==> config.mk <==
export PLATFORM = sky130hd
export DESIGN_NAME = multichannel_stereo_downmix_flat
export DESIGN_NICKNAME = d
export VERILOG_FILES = /design/src/rtl/msd_pkg.sv /design/src/rtl/msd_if.sv /design/src/rtl/msd_ctrl.sv /design/src/rtl/msd_dpath.sv /design/src/rtl/multichannel_stereo_downmix.sv /design/src/flat_wrapper.sv
export SDC_FILE = /design/constraint.sdc
export NUM_CORES = 1
export LEC_CHECK = 0
export ABC_CLOCK_PERIOD_IN_PS = 5500
export BUFFER_PORTS_ARGS = -buffer_cell sky130_fd_sc_hd__buf_4
export CORE_AREA = 2 2 193 195
export CTS_CLUSTER_SIZE = 10
export DETAILED_ROUTE_END_ITERATION = 6
export DIE_AREA = 0 0 195 197
export HOLD_SLACK_MARGIN = 0.15
export SETUP_SLACK_MARGIN = 0.05
export SLEW_MARGIN = 20
export SYNTH_ARGS = -nofsm -noshare
export SYNTH_HDL_FRONTEND = slang
export SYNTH_HIERARCHICAL = 1
export SYNTH_SLANG_ARGS = --single-unit
==> constraint.sdc <==
create_clock -name clk -period 5.5 [get_ports clk]
set_input_delay 0 -clock clk [delete_from_list [all_inputs] [get_ports clk]]
set_output_delay 0 -clock clk [all_outputs]
set_load 0.01 [all_outputs]
==> src/rtl/msd_pkg.sv <==
// ----------------------------------------------------------------------------
// msd_pkg
// Shared types and constants for the multichannel stereo downmix.
// ----------------------------------------------------------------------------
`default_nettype none

package msd_pkg;

	localparam int CNT_W = 4;
	localparam logic [CNT_W-1:0] CNT_RESET = CNT_W'(2);

	typedef struct packed {
		logic             restart;
		logic             load_left;
		logic             load_right;
		logic             clear_sum;
		logic             add_rest;
		logic             load_mono;
		logic             load_pass;
		logic             div_load;
		logic             div_step;
		logic             mean_calc;
		logic             load_mix;
		logic [CNT_W-1:0] divisor;
	} msd_cmd_t;

endpackage

`default_nettype wire

==> src/rtl/msd_if.sv <==
// ----------------------------------------------------------------------------
// msd_if
// Stream interfaces: sample input and stereo pair output.
// ----------------------------------------------------------------------------
`default_nettype none

interface msd_sample_if #(
	parameter int SAMPLE_WIDTH = 24
);
	logic                           valid;
	logic                           ready;
	logic signed [SAMPLE_WIDTH-1:0] sample;

	modport source (output valid, output sample, input ready);
	modport sink   (input valid, input sample, output ready);
endinterface

interface msd_pair_if #(
	parameter int SAMPLE_WIDTH = 24
);
	logic                           valid;
	logic                           ready;
	logic signed [SAMPLE_WIDTH-1:0] left_out;
	logic signed [SAMPLE_WIDTH-1:0] right_out;

	modport source (output valid, output left_out, output right_out, input ready);
	modport sink   (input valid, input left_out, input right_out, output ready);
endinterface

`default_nettype wire

==> src/rtl/msd_ctrl.sv <==
// ----------------------------------------------------------------------------
// msd_ctrl
// Controller: channel count register, frame position, divide sequencing.
// ----------------------------------------------------------------------------
`default_nettype none

module msd_ctrl #(
	parameter int MAX_CHANNELS = 8,
	parameter int SUM_W        = 27
) (
	input  wire                         clk,
	input  wire                         arst_n,
	input  wire                         cfg_we,
	input  wire  [msd_pkg::CNT_W-1:0]   cfg_wdata,
	input  wire                         in_valid,
	output logic                        in_ready,
	output logic                        out_valid,
	input  wire                         out_ready,
	output msd_pkg::msd_cmd_t           cmd
);
	import msd_pkg::*;

	localparam int POS_W  = $clog2(MAX_CHANNELS);
	localparam int STEP_W = $clog2(SUM_W);
	localparam logic [CNT_W:0]    MAX_C     = (CNT_W+1)'(MAX_CHANNELS);
	localparam logic [STEP_W-1:0] LAST_STEP = STEP_W'(SUM_W - 1);

	typedef enum logic [4:0] {
		ST_ACCUM = 5'b00001,
		ST_LOAD  = 5'b00010,
		ST_DIV   = 5'b00100,
		ST_MEAN  = 5'b01000,
		ST_EMIT  = 5'b10000
	} state_t;

	state_t            state_q, state_d;
	logic [CNT_W-1:0]  cnt_q;
	logic [POS_W-1:0]  pos_q;
	logic [STEP_W-1:0] step_q;
	logic [CNT_W:0]    eff;
	logic [CNT_W:0]    pos_ext;
	logic [CNT_W:0]    pos_cur;
	logic              is_last;
	logic              accept;
	logic              set_out;

	always_comb begin
		if (cnt_q == '0) begin
			eff = (CNT_W+1)'(1);
		end else if ({1'b0, cnt_q} > MAX_C) begin
			eff = MAX_C;
		end else begin
			eff = {1'b0, cnt_q};
		end
	end

	assign pos_ext = (CNT_W+1)'(pos_q);
	assign pos_cur = (pos_ext >= eff) ? '0 : pos_ext;
	assign is_last = (pos_cur == eff - (CNT_W+1)'(1));
	assign in_ready = (state_q == ST_ACCUM) && !(is_last && out_valid);
	assign accept = in_valid && in_ready;

	always_comb begin
		cmd = '0;
		cmd.divisor = CNT_W'(eff - (CNT_W+1)'(2));
		cmd.restart = cfg_we;
		state_d = state_q;
		set_out = 1'b0;
		case (state_q)
			ST_ACCUM: begin
				if (accept) begin
					if (eff == (CNT_W+1)'(1)) begin
						cmd.load_mono = 1'b1;
						set_out = 1'b1;
					end else begin
						if (pos_cur == '0) begin
							cmd.load_left = 1'b1;
							cmd.clear_sum = 1'b1;
						end else if (pos_cur == (CNT_W+1)'(1)) begin
							cmd.load_right = 1'b1;
						end else begin
							cmd.add_rest = 1'b1;
						end
						if (is_last) begin
							if (eff == (CNT_W+1)'(2)) begin
								cmd.load_pass = 1'b1;
								set_out = 1'b1;
							end else begin
								state_d = ST_LOAD;
							end
						end
					end
				end
			end
			ST_LOAD: begin
				cmd.div_load = 1'b1;
				state_d = ST_DIV;
			end
			ST_DIV: begin
				cmd.div_step = 1'b1;
				if (step_q == LAST_STEP) begin
					state_d = ST_MEAN;
				end
			end
			ST_MEAN: begin
				cmd.mean_calc = 1'b1;
				state_d = ST_EMIT;
			end
			ST_EMIT: begin
				cmd.load_mix = 1'b1;
				set_out = 1'b1;
				state_d = ST_ACCUM;
			end
			default: begin
				state_d = ST_ACCUM;
			end
		endcase
	end

	always_ff @(posedge clk or negedge arst_n) begin
		if (!arst_n) begin
			state_q   <= ST_ACCUM;
			cnt_q     <= CNT_RESET;
			pos_q     <= '0;
			step_q    <= '0;
			out_valid <= 1'b0;
		end else begin
			state_q <= state_d;
			if (cfg_we) begin
				cnt_q <= cfg_wdata;
				pos_q <= '0;
			end else if (accept) begin
				pos_q <= is_last ? '0 : POS_W'(pos_cur + (CNT_W+1)'(1));
			end
			if (state_q == ST_DIV) begin
				step_q <= (step_q == LAST_STEP) ? '0 : step_q + STEP_W'(1);
			end
			if (set_out) begin
				out_valid <= 1'b1;
			end else if (out_ready) begin
				out_valid <= 1'b0;
			end
		end
	end

endmodule

`default_nettype wire

==> src/rtl/msd_dpath.sv <==
// ----------------------------------------------------------------------------
// msd_dpath
// Datapath: channel holds, rest sum, serial floor divider, output register.
// ----------------------------------------------------------------------------
`default_nettype none

module msd_dpath #(
	parameter int SAMPLE_WIDTH = 24,
	parameter int SUM_W        = 27
) (
	input  wire                            clk,
	input  wire                            arst_n,
	input  wire msd_pkg::msd_cmd_t         cmd,
	input  wire signed [SAMPLE_WIDTH-1:0]  sample,
	output logic signed [SAMPLE_WIDTH-1:0] left_out,
	output logic signed [SAMPLE_WIDTH-1:0] right_out
);
	import msd_pkg::*;

	logic signed [SAMPLE_WIDTH-1:0] left_q, right_q, mean_q;
	logic signed [SUM_W-1:0]        sum_q;
	logic [SUM_W-1:0]               quo_q;
	logic [CNT_W-1:0]               rem_q;
	logic [CNT_W-1:0]               dvs_q;
	logic                           neg_q;
	logic [CNT_W:0]                 trial;
	logic                           fits;
	logic [SUM_W-1:0]               mean_full;
	logic signed [SAMPLE_WIDTH:0]   lsum, rsum;

	assign trial = {rem_q, quo_q[SUM_W-1]};
	assign fits  = trial >= {1'b0, dvs_q};

	always_comb begin
		if (neg_q) begin
			mean_full = (~quo_q + SUM_W'(1)) - SUM_W'(rem_q != '0);
		end else begin
			mean_full = quo_q;
		end
	end

	assign lsum = {left_q[SAMPLE_WIDTH-1], left_q} + {mean_q[SAMPLE_WIDTH-1], mean_q};
	assign rsum = {right_q[SAMPLE_WIDTH-1], right_q} + {mean_q[SAMPLE_WIDTH-1], mean_q};

	// holds and rest sum are architectural state, cleared on reset and restart
	always_ff @(posedge clk or negedge arst_n) begin
		if (!arst_n) begin
			left_q  <= '0;
			right_q <= '0;
			sum_q   <= '0;
		end else if (cmd.restart) begin
			left_q  <= '0;
			right_q <= '0;
			sum_q   <= '0;
		end else begin
			if (cmd.load_left) begin
				left_q <= sample;
			end
			if (cmd.load_right) begin
				right_q <= sample;
			end
			if (cmd.clear_sum || cmd.load_mix) begin
				sum_q <= '0;
			end else if (cmd.add_rest) begin
				sum_q <= sum_q + SUM_W'(sample);
			end
		end
	end

	// divider on the magnitude, sign fixed up afterwards (floor)
	always_ff @(posedge clk) begin
		if (cmd.div_load) begin
			neg_q <= sum_q[SUM_W-1];
			quo_q <= sum_q[SUM_W-1] ? (~sum_q + SUM_W'(1)) : sum_q;
			rem_q <= '0;
			dvs_q <= cmd.divisor;
		end else if (cmd.div_step) begin
			quo_q <= {quo_q[SUM_W-2:0], fits};
			rem_q <= fits ? CNT_W'(trial - {1'b0, dvs_q}) : CNT_W'(trial);
		end
		if (cmd.mean_calc) begin
			mean_q <= mean_full[SAMPLE_WIDTH-1:0];
		end
		if (cmd.load_mono) begin
			left_out  <= sample;
			right_out <= sample;
		end else if (cmd.load_pass) begin
			left_out  <= left_q;
			right_out <= sample;
		end else if (cmd.load_mix) begin
			left_out  <= lsum[SAMPLE_WIDTH:1];
			right_out <= rsum[SAMPLE_WIDTH:1];
		end
	end

endmodule

`default_nettype wire

==> src/rtl/multichannel_stereo_downmix.sv <==
// ----------------------------------------------------------------------------
// multichannel_stereo_downmix
// Interleaved multichannel to stereo downmix, signed fixed point.
// ----------------------------------------------------------------------------
// Mid-frame samples are accepted without stall. Mono and stereo: pair
// registered on the frame's last transaction. More than two channels: pair
// registered in ST_EMIT after load, divide, mean (bit-serial divider, one
// quotient bit per cycle, SUM_W = SAMPLE_WIDTH + clog2(MAX_CHANNELS)).
// Reset (async, active low): channel count 2, holds and sum cleared.
`default_nettype none

module multichannel_stereo_downmix #(
	parameter int MAX_CHANNELS = 8,
	parameter int SAMPLE_WIDTH = 24
) (
	input  wire                        clk,
	input  wire                        arst_n,
	input  wire                        cfg_we,
	input  wire [msd_pkg::CNT_W-1:0]   cfg_wdata,
	msd_sample_if.sink                 samples,
	msd_pair_if.source                 mix
);
	import msd_pkg::*;

	localparam int SUM_W = SAMPLE_WIDTH + $clog2(MAX_CHANNELS);

	msd_cmd_t cmd;

	msd_ctrl #(
		.MAX_CHANNELS (MAX_CHANNELS),
		.SUM_W        (SUM_W)
	) u_ctrl (
		.clk       (clk),
		.arst_n    (arst_n),
		.cfg_we    (cfg_we),
		.cfg_wdata (cfg_wdata),
		.in_valid  (samples.valid),
		.in_ready  (samples.ready),
		.out_valid (mix.valid),
		.out_ready (mix.ready),
		.cmd       (cmd)
	);

	msd_dpath #(
		.SAMPLE_WIDTH (SAMPLE_WIDTH),
		.SUM_W        (SUM_W)
	) u_dpath (
		.clk       (clk),
		.arst_n    (arst_n),
		.cmd       (cmd),
		.sample    (samples.sample),
		.left_out  (mix.left_out),
		.right_out (mix.right_out)
	);

endmodule

`default_nettype wire
==> src/flat_wrapper.sv <==
// flat-port wrapper written by rule: the top's interface ports become plain ports
module multichannel_stereo_downmix_flat import msd_pkg::*;
#(
	parameter int MAX_CHANNELS = 8,
	parameter int SAMPLE_WIDTH = 24
)
  (clk, arst_n, cfg_we, cfg_wdata, samples_valid, samples_sample, samples_ready, mix_valid, mix_left_out, mix_right_out, mix_ready);
  msd_sample_if #(.SAMPLE_WIDTH(SAMPLE_WIDTH)) samples_i ();
  msd_pair_if #(.SAMPLE_WIDTH(SAMPLE_WIDTH)) mix_i ();
  input  wire clk;
  input  wire arst_n;
  input  wire cfg_we;
  input  wire [msd_pkg::CNT_W-1:0] cfg_wdata;
  input wire logic [$bits(samples_i.valid)-1:0] samples_valid;
  input wire logic [$bits(samples_i.sample)-1:0] samples_sample;
  output wire logic [$bits(samples_i.ready)-1:0] samples_ready;
  output wire logic [$bits(mix_i.valid)-1:0] mix_valid;
  output wire logic [$bits(mix_i.left_out)-1:0] mix_left_out;
  output wire logic [$bits(mix_i.right_out)-1:0] mix_right_out;
  input wire logic [$bits(mix_i.ready)-1:0] mix_ready;
  assign samples_i.valid = samples_valid;
  assign samples_i.sample = samples_sample;
  assign samples_ready = samples_i.ready;
  assign mix_valid = mix_i.valid;
  assign mix_left_out = mix_i.left_out;
  assign mix_right_out = mix_i.right_out;
  assign mix_i.ready = mix_ready;
  multichannel_stereo_downmix #(.MAX_CHANNELS(MAX_CHANNELS), .SAMPLE_WIDTH(SAMPLE_WIDTH)) u_core (.clk(clk), .arst_n(arst_n), .cfg_we(cfg_we), .cfg_wdata(cfg_wdata), .samples(samples_i), .mix(mix_i));
endmodule
---- Word level (Yosys, flattened, before mapping) ----
Index checks and enable logic that the tools add are counted.
word-level totals
  bits in registers ....................... 201
  input bits .............................. 33
  output and inout bits ................... 50
  logic and storage cells ................. 114
operators by class
  add/subtract/negate cells ............... 11
  order comparisons ....................... 3
  equal/unequal tests ..................... 15
  mux-type cells .......................... 52
  bitwise gates (word level) .............. 2
  reductions and logical operators ........ 16
operators by type and width
  operator                                        count
  two-way mux 24 bit                              11
  two-way mux 27 bit                              6
  adder 24 x 24 -> 25 bit                         2
  two-way mux 5 bit                               6
  adder 27 x 2 -> 27 bit (second input constant)  1
  adder 27 x 24 -> 27 bit                         1
  inverter 27 bit                                 1
  adder 24 x 1 -> 24 bit (second input constant)  1
  inverter 24 bit                                 1
  subtractor 24 x 1 -> 24 bit                     1
  case mux 5 bit (4 select lines)                 1
  two-way mux 1 bit                               17
  two-way mux 4 bit                               4
  two-way mux 3 bit                               4
  two-way mux 6 bit                               2
  == test 5 x 1 -> 1 bit (second input constant)  2
  == test 5 x 2 -> 1 bit (second input constant)  2
  == test 5 bit (second input constant)           2
  != test 2 bit (second input constant)           5
  nonzero test 2 bit                              5
  nonzero test 3 bit                              2
  adder 5 x 1 -> 5 bit (second input constant)    1
  == test 3 x 5 -> 1 bit                          1
  == test 5 x 3 -> 1 bit (second input constant)  1
  17 further kinds                                19

---- Logic depth before layout (Yosys ltp) ----
Gate-level depths: netlist of the first run.
  depth after elaboration ................. 15
  mapped depth ............................ 19
  mapped depth without buffers ............ 16

---- Cells and area by module ----
The synthesis of the first run kept the hierarchy.
by module, submodules not included
  module     times used  cells an instance  area an instance (um^2)  sequential area each (um^2)
  msd_dpath  1           1351               12887.4                  5079.9
  msd_ctrl   1           149                1438.9                   452.9

---- Worst setup path before layout of the first run ----
Ideal clock, no wire load.
  kind .................................... register to register
  start ................................... reg u_core.u_ctrl.cnt_q[2]
  end ..................................... reg u_core.u_dpath.left_out[0], enable pin
  data arrival time ....................... 3.798 ns
  data required time ...................... 5.093 ns
  slack ................................... 1.295 ns
  cell stages (with the launch flop) ...... 13
  buffers on the path ..................... 2
  clock period less this slack ............ 4.205 ns
  path through ............................ dfrtp_1 o21bai_1 nor2b_4 ha_1 nor2b_1 o21a_1 nand2_1 a211o_2 a31oi_1 and3_1 buf_6 clkbuf_1 or3_1
RTL lines
  item                    RTL line         text
  from (decl)             msd_ctrl.sv:37   logic [CNT_W-1:0] cnt_q;
  from (signal assigned)  msd_ctrl.sv:130  cnt_q <= cfg_wdata;
  to (signal assigned)    msd_dpath.sv:85  left_out <= sample;
  to (signal assigned)    msd_dpath.sv:88  left_out <= left_q;
  to (signal assigned)    msd_dpath.sv:91  left_out <= lsum[SAMPLE_WIDTH:1];
  to (decl)               msd_dpath.sv:15  output logic signed [SAMPLE_WIDTH-1:0] left_out,

==> impl_metrics.env, run 1 <==
export IMPL_outcome="completed"
export IMPL_placed_cell_area_um2=15400
export IMPL_totalPowerFinal_mw=4.07
export IMPL_postRouteWirelength_um=37000
export IMPL_setup_tns_final_ps=0
export IMPL_coreArea_um2=36300
export IMPL_drt_initial_drc_count=753
export IMPL_leakagePower_nw=7.21
export IMPL_end_kind="register"
export IMPL_ys_warn_count=6
export IMPL_first_pass_iters=5
export IMPL_pre_cts_ws_ps=1230
export IMPL_antenna_found_initial=0
export IMPL_cts_buffer_depth=3
export IMPL_initial_core_util_pct=39.5
export IMPL_vias_per_cell=5.49
export IMPL_synth_edf_count=104
export IMPL_die_h_um=197
export IMPL_clk_latency_ps=530
export IMPL_slowest_delay_ps=690
export IMPL_startpoint_type="register"
export IMPL_final_area_um2=16600
export IMPL_grt_max_degree=64
export IMPL_num_io_pins=83
export IMPL_synth_area_top_cells="edfxtp_1, dfrtp_1, ha_1"
export IMPL_path_buf_inv=1
export IMPL_drc=0
export IMPL_grt_pass1_vias=11300
export IMPL_syn_to_final_growth_pct=15.7
export IMPL_syn_inst=1500
export IMPL_final_nets=1755
export IMPL_synth_most_common_cell="nor2_1"
export IMPL_grt_overflow=0
export IMPL_cpLargestDelayFamily="simple AND/OR/NAND/NOR gates"
export IMPL_cp_common_cell="nand2b_1"
export IMPL_fmax_ghz=0.233
export IMPL_synth_ff_type="edfxtp_1"
export IMPL_finalNonFillerCells=2089
export IMPL_worst_pin_slew_ps=847
export IMPL_gp_congestion=0.904
export IMPL_finalCritPeriodShare_pct=78.0
export IMPL_io_buffers=82
export IMPL_layout_min_cycle_time_ps=4290
export IMPL_synthesis_nets=1652
export IMPL_vdd_drop_max_v=0.000172
export IMPL_diodes=0
export IMPL_cts_sinks=201
export IMPL_p_per_area_nw_per_um2=246
export IMPL_route_detailed_wl_per_inst_um=17.7
export IMPL_drive_above_1_share_pct=11.6
export IMPL_fin_util_pct=45.7
export IMPL_cp_arrival_ps=4560
export IMPL_synthTopCellsByCount="nor2_1, nand2_1, ha_1, a21oi_1, o21ai_0"
export IMPL_synthArstFlopShare_pct=46.3
export IMPL_setup_viol=0
export IMPL_cts_max_level=1
export IMPL_slew_headroom_pct=43.1
export IMPL_groute_usage_overall_pct=19.2
export IMPL_hold_viol_final=0
export IMPL_fin_ws_ps=1210
export IMPL_fin_skew_ps=29.0
export IMPL_grt_pass1_wl_um=59500
export IMPL_synth_largest_area_cell="edfxtp_1"
export IMPL_cts_root_buf="clkbuf_16"
export IMPL_fp_dieW_um=195
export IMPL_rsz0062_at_grt="no"
export IMPL_slowest_stage="or2_2"
export IMPL_crit_path_cell_trace="nand2b_1 -> ha_1 -> nand2_1 -> o21ai_1 -> nand2b_1 -> a32o_2 -> a31oi_1 -> and2_1 -> buf_4 -> or2_2 -> mux2_2"
export IMPL_place_inst=2002
export IMPL_fillers=3409
export IMPL_ys_ff_latch=201
export IMPL_whs_ps=350
export IMPL_slew_viol_final=0
export IMPL_die_area_um2=38400
export IMPL_yosysTopAreaCellShare_pct=21.8
export IMPL_avgSynthCellArea_um2=9.55
export IMPL_syn_area_um2=14300
export IMPL_crit_type="register to register"
export IMPL_core_rowCount=70
export IMPL_yosysSeqAreaShare_pct=38.6
export IMPL_critPathMaxFanout=50
export IMPL_cts_tree="yes"
export IMPL_synth_cell_types=97
export IMPL_cts_resized=0
export IMPL_clk_pin_slew_ps=60
export IMPL_min_path_type="primary input to register"
export IMPL_dp_hpwl_um=27500
export IMPL_required_ps=5770
export IMPL_ant_nets=0
export IMPL_vias=11500
export IMPL_cts_inserted_buffers=25
export IMPL_cap_viol_max_count=0
## placed cells by master (no fill, tap or decap), types with 41 or more instances in the layout
master and n:
nor2_1 137, buf_4 93, ha_1 115, dfrtp_1 91
a21o_1 51, xor2_1 49, dlygate4sd3_1 41, xnor2_1 56
nand2_1 121, a21oi_1 107, o21ai_0 106, edfxtp_1 104
mux2i_1 79, inv_1 75
## cell type report
cell class / count / area (um^2) / share of cell area, %
Inverter: 77 / 294 / 1.77
Multi-Input combinational cell: 1163 / 8240 / 49.7
Clock buffer: 43 / 754 / 4.55
Timing Repair Buffer: 135 / 1130 / 6.81
Sequential cell: 201 / 5530 / 33.4
Clock inverter: 2 / 33.8 / 0.204
Tap cell: 468 / 586 / 3.53
## worst paths after layout
path / start / slack, ps / cells past startpoint / to
min in group asynchronous: arst_n / 570 / 3 / u_core/u_ctrl/cnt_q[1]
max: u_core/u_ctrl/cnt_q[3] / 1210 / 11 / u_core/u_dpath/right_out[0]
max in group asynchronous: arst_n / 4110 / 4 / u_core/u_dpath/left_q[9]
min reg2reg: u_core/u_dpath/rem_q[3] / 500 / 2 / u_core/u_dpath/rem_q[3]
min: samples_sample[4] / 350 / 4 / u_core/u_dpath/right_q[4]
max reg2reg: u_core/u_ctrl/cnt_q[3] / 1210 / 11 / u_core/u_dpath/right_out[0]
## cells by family (layout without fill, tap and decap cells)
family	Yosys count	count (layout)	share of synthesized area [%]
AND/OR/NAND/NOR	413	413	13.5
buffers and inverters	136	257	3.95
flip-flops	201	201	38.6
AO/OA/AOI/OAI	434	434	20.3
adder cells (fa/ha/maj)	119	119	10.6
XOR/XNOR	106	106	6.53
multiplexers	91	91	6.46
## registers in the layout (all words and copies together) (netlist names), 4 cells and up
| signal | cells |
|---|---|
| u_core/u_dpath/rem_q | 4 |
| u_core/u_dpath/left_q | 24 |
| u_core/u_dpath/left_out | 24 |
| u_core/u_ctrl/step_q | 5 |
| u_core/u_dpath/mean_q | 24 |
| u_core/u_ctrl/state_q | 5 |
| u_core/u_ctrl/cnt_q | 4 |
| u_core/u_dpath/sum_q | 27 |
| u_core/u_dpath/quo_q | 27 |
| u_core/u_dpath/right_q | 24 |
| u_core/u_dpath/dvs_q | 4 |
| u_core/u_dpath/right_out | 24 |
## layer usage
layer  wire length [um]  global-route usage (%)  vias up  part of all wire [%]
met2              16700                    32.0      276                    45
met3               1830                    2.77       55                   4.9
met1              17600                    26.0     5452                    48
met4                792                    5.20        0                   2.1
li1                   -                       -     5686                     -
met5                  0                       0        -                     0
## worst register-to-register path, stage by stage (launching register included)
cell      delay, ps
dfrtp_1         510
nand2b_1        330
ha_1            330
nand2_1          60
o21ai_1         160
nand2b_1        310
a32o_2          380
a31oi_1         400
and2_1          190
buf_4           260
or2_2           690
mux2_2          420
## report_power, final
part / leakage (nW) / switching [mW] / total (mW) / internal [mW]
registers: 2.24 / 0.0575 / 1.70 / 1.65
clock network: 0.380 / 0.622 / 1.59 / 0.968
logic: 4.60 / 0.441 / 0.776 / 0.335
## timing repair
item / 4_1_cts / 5_1_grt
buffers inserted: 0 / 0
endpoints found under the hold margin: 150 / 0
hold buffers: 42 / 0
(Power assumes the default switching activity.)
==> run 2: changes to the inputs <==
- ABC_AREA: not set -> 1
- ABC_CLOCK_PERIOD_IN_PS: 5500 -> 3550
- CORE_AREA: 2 2 193 195 -> 2 2 205 207
- DIE_AREA: 0 0 195 197 -> 0 0 207 209
- clock period: 5.5 -> 3.55 ns (I/O delays scaled with it)
==> impl_metrics.env, run 2 <==
export IMPL_finalCritPeriodShare_pct=93.5
export IMPL_syn_area_um2=16300
export IMPL_core_rowCount=75
export IMPL_synthArstFlopShare_pct=46.3
export IMPL_die_h_um=209
export IMPL_cap_viol_max_count=0
export IMPL_route_detailed_wl_per_inst_um=17.5
export IMPL_fin_skew_ps=32.0
export IMPL_antenna_found_initial=1
export IMPL_diodes=0
export IMPL_die_area_um2=43300
export IMPL_synth_edf_count=104
export IMPL_synth_ff_type="edfxtp_1"
export IMPL_groute_usage_overall_pct=24.7
export IMPL_hold_viol_final=0
export IMPL_layout_min_cycle_time_ps=3320
export IMPL_drt_initial_drc_count=1369
export IMPL_first_pass_iters=6
export IMPL_worst_pin_slew_ps=993
export IMPL_syn_inst=2369
export IMPL_fmax_ghz=0.301
export IMPL_dp_hpwl_um=43100
export IMPL_ys_warn_count=6
export IMPL_drive_above_1_share_pct=9.82
export IMPL_synth_largest_area_cell="edfxtp_1"
export IMPL_clk_pin_slew_ps=50
export IMPL_outcome="completed"
export IMPL_grt_max_degree=67
export IMPL_rsz0062_at_grt="no"
export IMPL_critPathMaxFanout=40
export IMPL_cts_sinks=201
export IMPL_layout_cells_most_common="nand2_1"
export IMPL_slew_viol_final=0
export IMPL_io_buffers=82
export IMPL_cts_max_level=1
export IMPL_yosysSeqAreaShare_pct=34.0
export IMPL_ant_nets=0
export IMPL_final_nets=2658
export IMPL_vdd_drop_max_v=0.000334
export IMPL_gp_congestion=0.970
export IMPL_clk_latency_ps=550
export IMPL_vias_per_cell=5.22
export IMPL_synth_cell_types=51
export IMPL_place_inst=2970
export IMPL_grt_pass1_wl_um=84900
export IMPL_whs_ps=116
export IMPL_ys_ff_latch=201
export IMPL_cp_arrival_ps=3600
export IMPL_vias=16000
export IMPL_synthTopCellsByCount="nand2_1, inv_1, nor2_1, o21ai_0, nand3_1"
export IMPL_min_path_type="primary input to async pin"
export IMPL_leakagePower_nw=9.56
export IMPL_reg2reg_slack_ps=230
export IMPL_cts_inserted_buffers=26
export IMPL_end_kind="register"
export IMPL_yosysTopAreaCellShare_pct=19.2
export IMPL_finalNonFillerCells=3065
export IMPL_startpoint_type="register"
export IMPL_slew_headroom_pct=33.7
export IMPL_setup_viol=0
export IMPL_cts_root_buf="clkbuf_16"
export IMPL_initial_core_util_pct=39.4
export IMPL_path_buf_inv=6
export IMPL_synth_area_top_cells="edfxtp_1, nand2_1, dfrtp_1"
export IMPL_crit_path_cell_trace="inv_1 -> nor2_2 -> inv_1 -> ha_1 -> nand2_1 -> inv_1 -> nand2_2 -> nand3_4 -> nor2_4 -> nand2_1 -> nand2_1 -> nand2_2 -> nor2_4 -> nand4_1 -> nor4_4 -> buf_4 -> inv_1 -> buf_12 -> nor2_1 -> nor2_1 -> nand2_1 -> nand2_1"
export IMPL_synth_most_common_cell="nand2_1"
export IMPL_required_ps=3830
export IMPL_fp_dieW_um=207
export IMPL_slowest_delay_ps=530
export IMPL_cts_tree="yes"
export IMPL_synthesis_nets=2521
export IMPL_grt_overflow=0
export IMPL_crit_type="register to register"
export IMPL_postRouteWirelength_um=53600
export IMPL_cp_common_cell="nand2_1"
export IMPL_layout_common_cells="nand2_1, inv_1, nor2_1, o21ai_0, nand3_1"
export IMPL_num_io_pins=83
export IMPL_grt_pass1_vias=15700
export IMPL_largestRegisters="u_core/u_dpath/quo_q: 27 flops, u_core/u_dpath/sum_q: 27 flops"
export IMPL_drc=0
export IMPL_slowest_stage="dfstp_2"
export IMPL_syn_to_final_growth_pct=16.3
export IMPL_coreArea_um2=41300
export IMPL_p_per_area_nw_per_um2=383
export IMPL_avgSynthCellArea_um2=6.87
export IMPL_cts_buffer_depth=3
export IMPL_cpLargestDelayFamily="simple AND/OR/NAND/NOR gates"
==> run 2: cells by family (layout without fill, tap and decap cells) <==
kind of cell,after synthesis,after routing,synth area share [%]
xor gates and xnor gates,43,43,2.36
buffers and inverters,377,534,8.85
and+or+nand+nor,1284,1284,33.9
adders and majority gates,119,119,9.34
AOI/OAI and AO/OA,345,345,11.5
DFF,201,201,34.0
==> run 2: what timing repair did <==
item	CTS	global route
setup buffers	0	4
endpoints found under the setup margin	35	138
pin swaps	0	3
hold buffers	43	0
gates resized for setup	1	11
endpoints found under the hold margin	198	0
==> run 2: final timing paths <==
kind / from / endpoint / cells past startpoint
setup / recovery: u_core/u_ctrl/cnt_q[1] / u_core/u_dpath/left_out[18] / 22
hold / removal: arst_n / u_core/u_ctrl/cnt_q[0] / 2
setup reg to reg: u_core/u_ctrl/cnt_q[1] / u_core/u_dpath/left_out[18] / 22
hold reg to reg: u_core/u_dpath/rem_q[3] / u_core/u_dpath/rem_q[3] / 2
max in group asynchronous: arst_n / u_core/u_dpath/left_q[22] / 3
min in group clk: samples_sample[8] / u_core/u_dpath/right_q[8] / 4
==> run 2: final cells by class <==
cell class | instances | area (um^2)
multi-input combinational | 1791 | 9360
timing repair buffer | 151 | 1280
clock buffer | 40 | 733
clock inverter | 8 | 73.8
tap | 539 | 674
sequential | 201 | 5530
inverter | 335 | 1260
fill | 4287 | 22400
==> run 2: metal layers <==
metal / vias to the layer above / GRT usage [%] / part of all wire (%)
met5: - / 0 / 0
met4: 0 / 8.50 / 3.6
met3: 99 / 2.54 / 5.0
met2: 443 / 42.4 / 47
met1: 7492 / 32.3 / 44
li1: 7980 / - / -
==> run 2: power breakdown <==
group	internal, mW	switching, mW	total, mW	leakage, nW
combinational	0.683	1.27	1.96	6.92
clock	1.49	1.04	2.52	0.395
sequential	2.64	0.131	2.77	2.24
==> run 2: metrics by stage <==
stage / power (mW) / worst slack, ps / setup TNS, ps / util [%] / cell area [um^2]
2_1_floorplan: 4.09 / 125 / 0 / - / 16300
3_3_place_gp: 4.67 / 69.0 / 0 / 42.6 / 17600
3_5_place_dp: 4.69 / -29.2 / -29.2 / 42.6 / 17600
4_1_cts: 7.29 / 108 / 0 / 45.6 / 18800
5_1_grt: 7.68 / 34.0 / 0 / 45.8 / 18900
6_report: 7.25 / 231 / 0 / 45.8 / 18900
==> run 2: worst register-to-register path: cells and delay by family (launching register included) <==
family        cells  cell delay [ps]
simple gates     15             1660
buf+inv           6              600
flops             1              530
fa+ha+maj         1              290
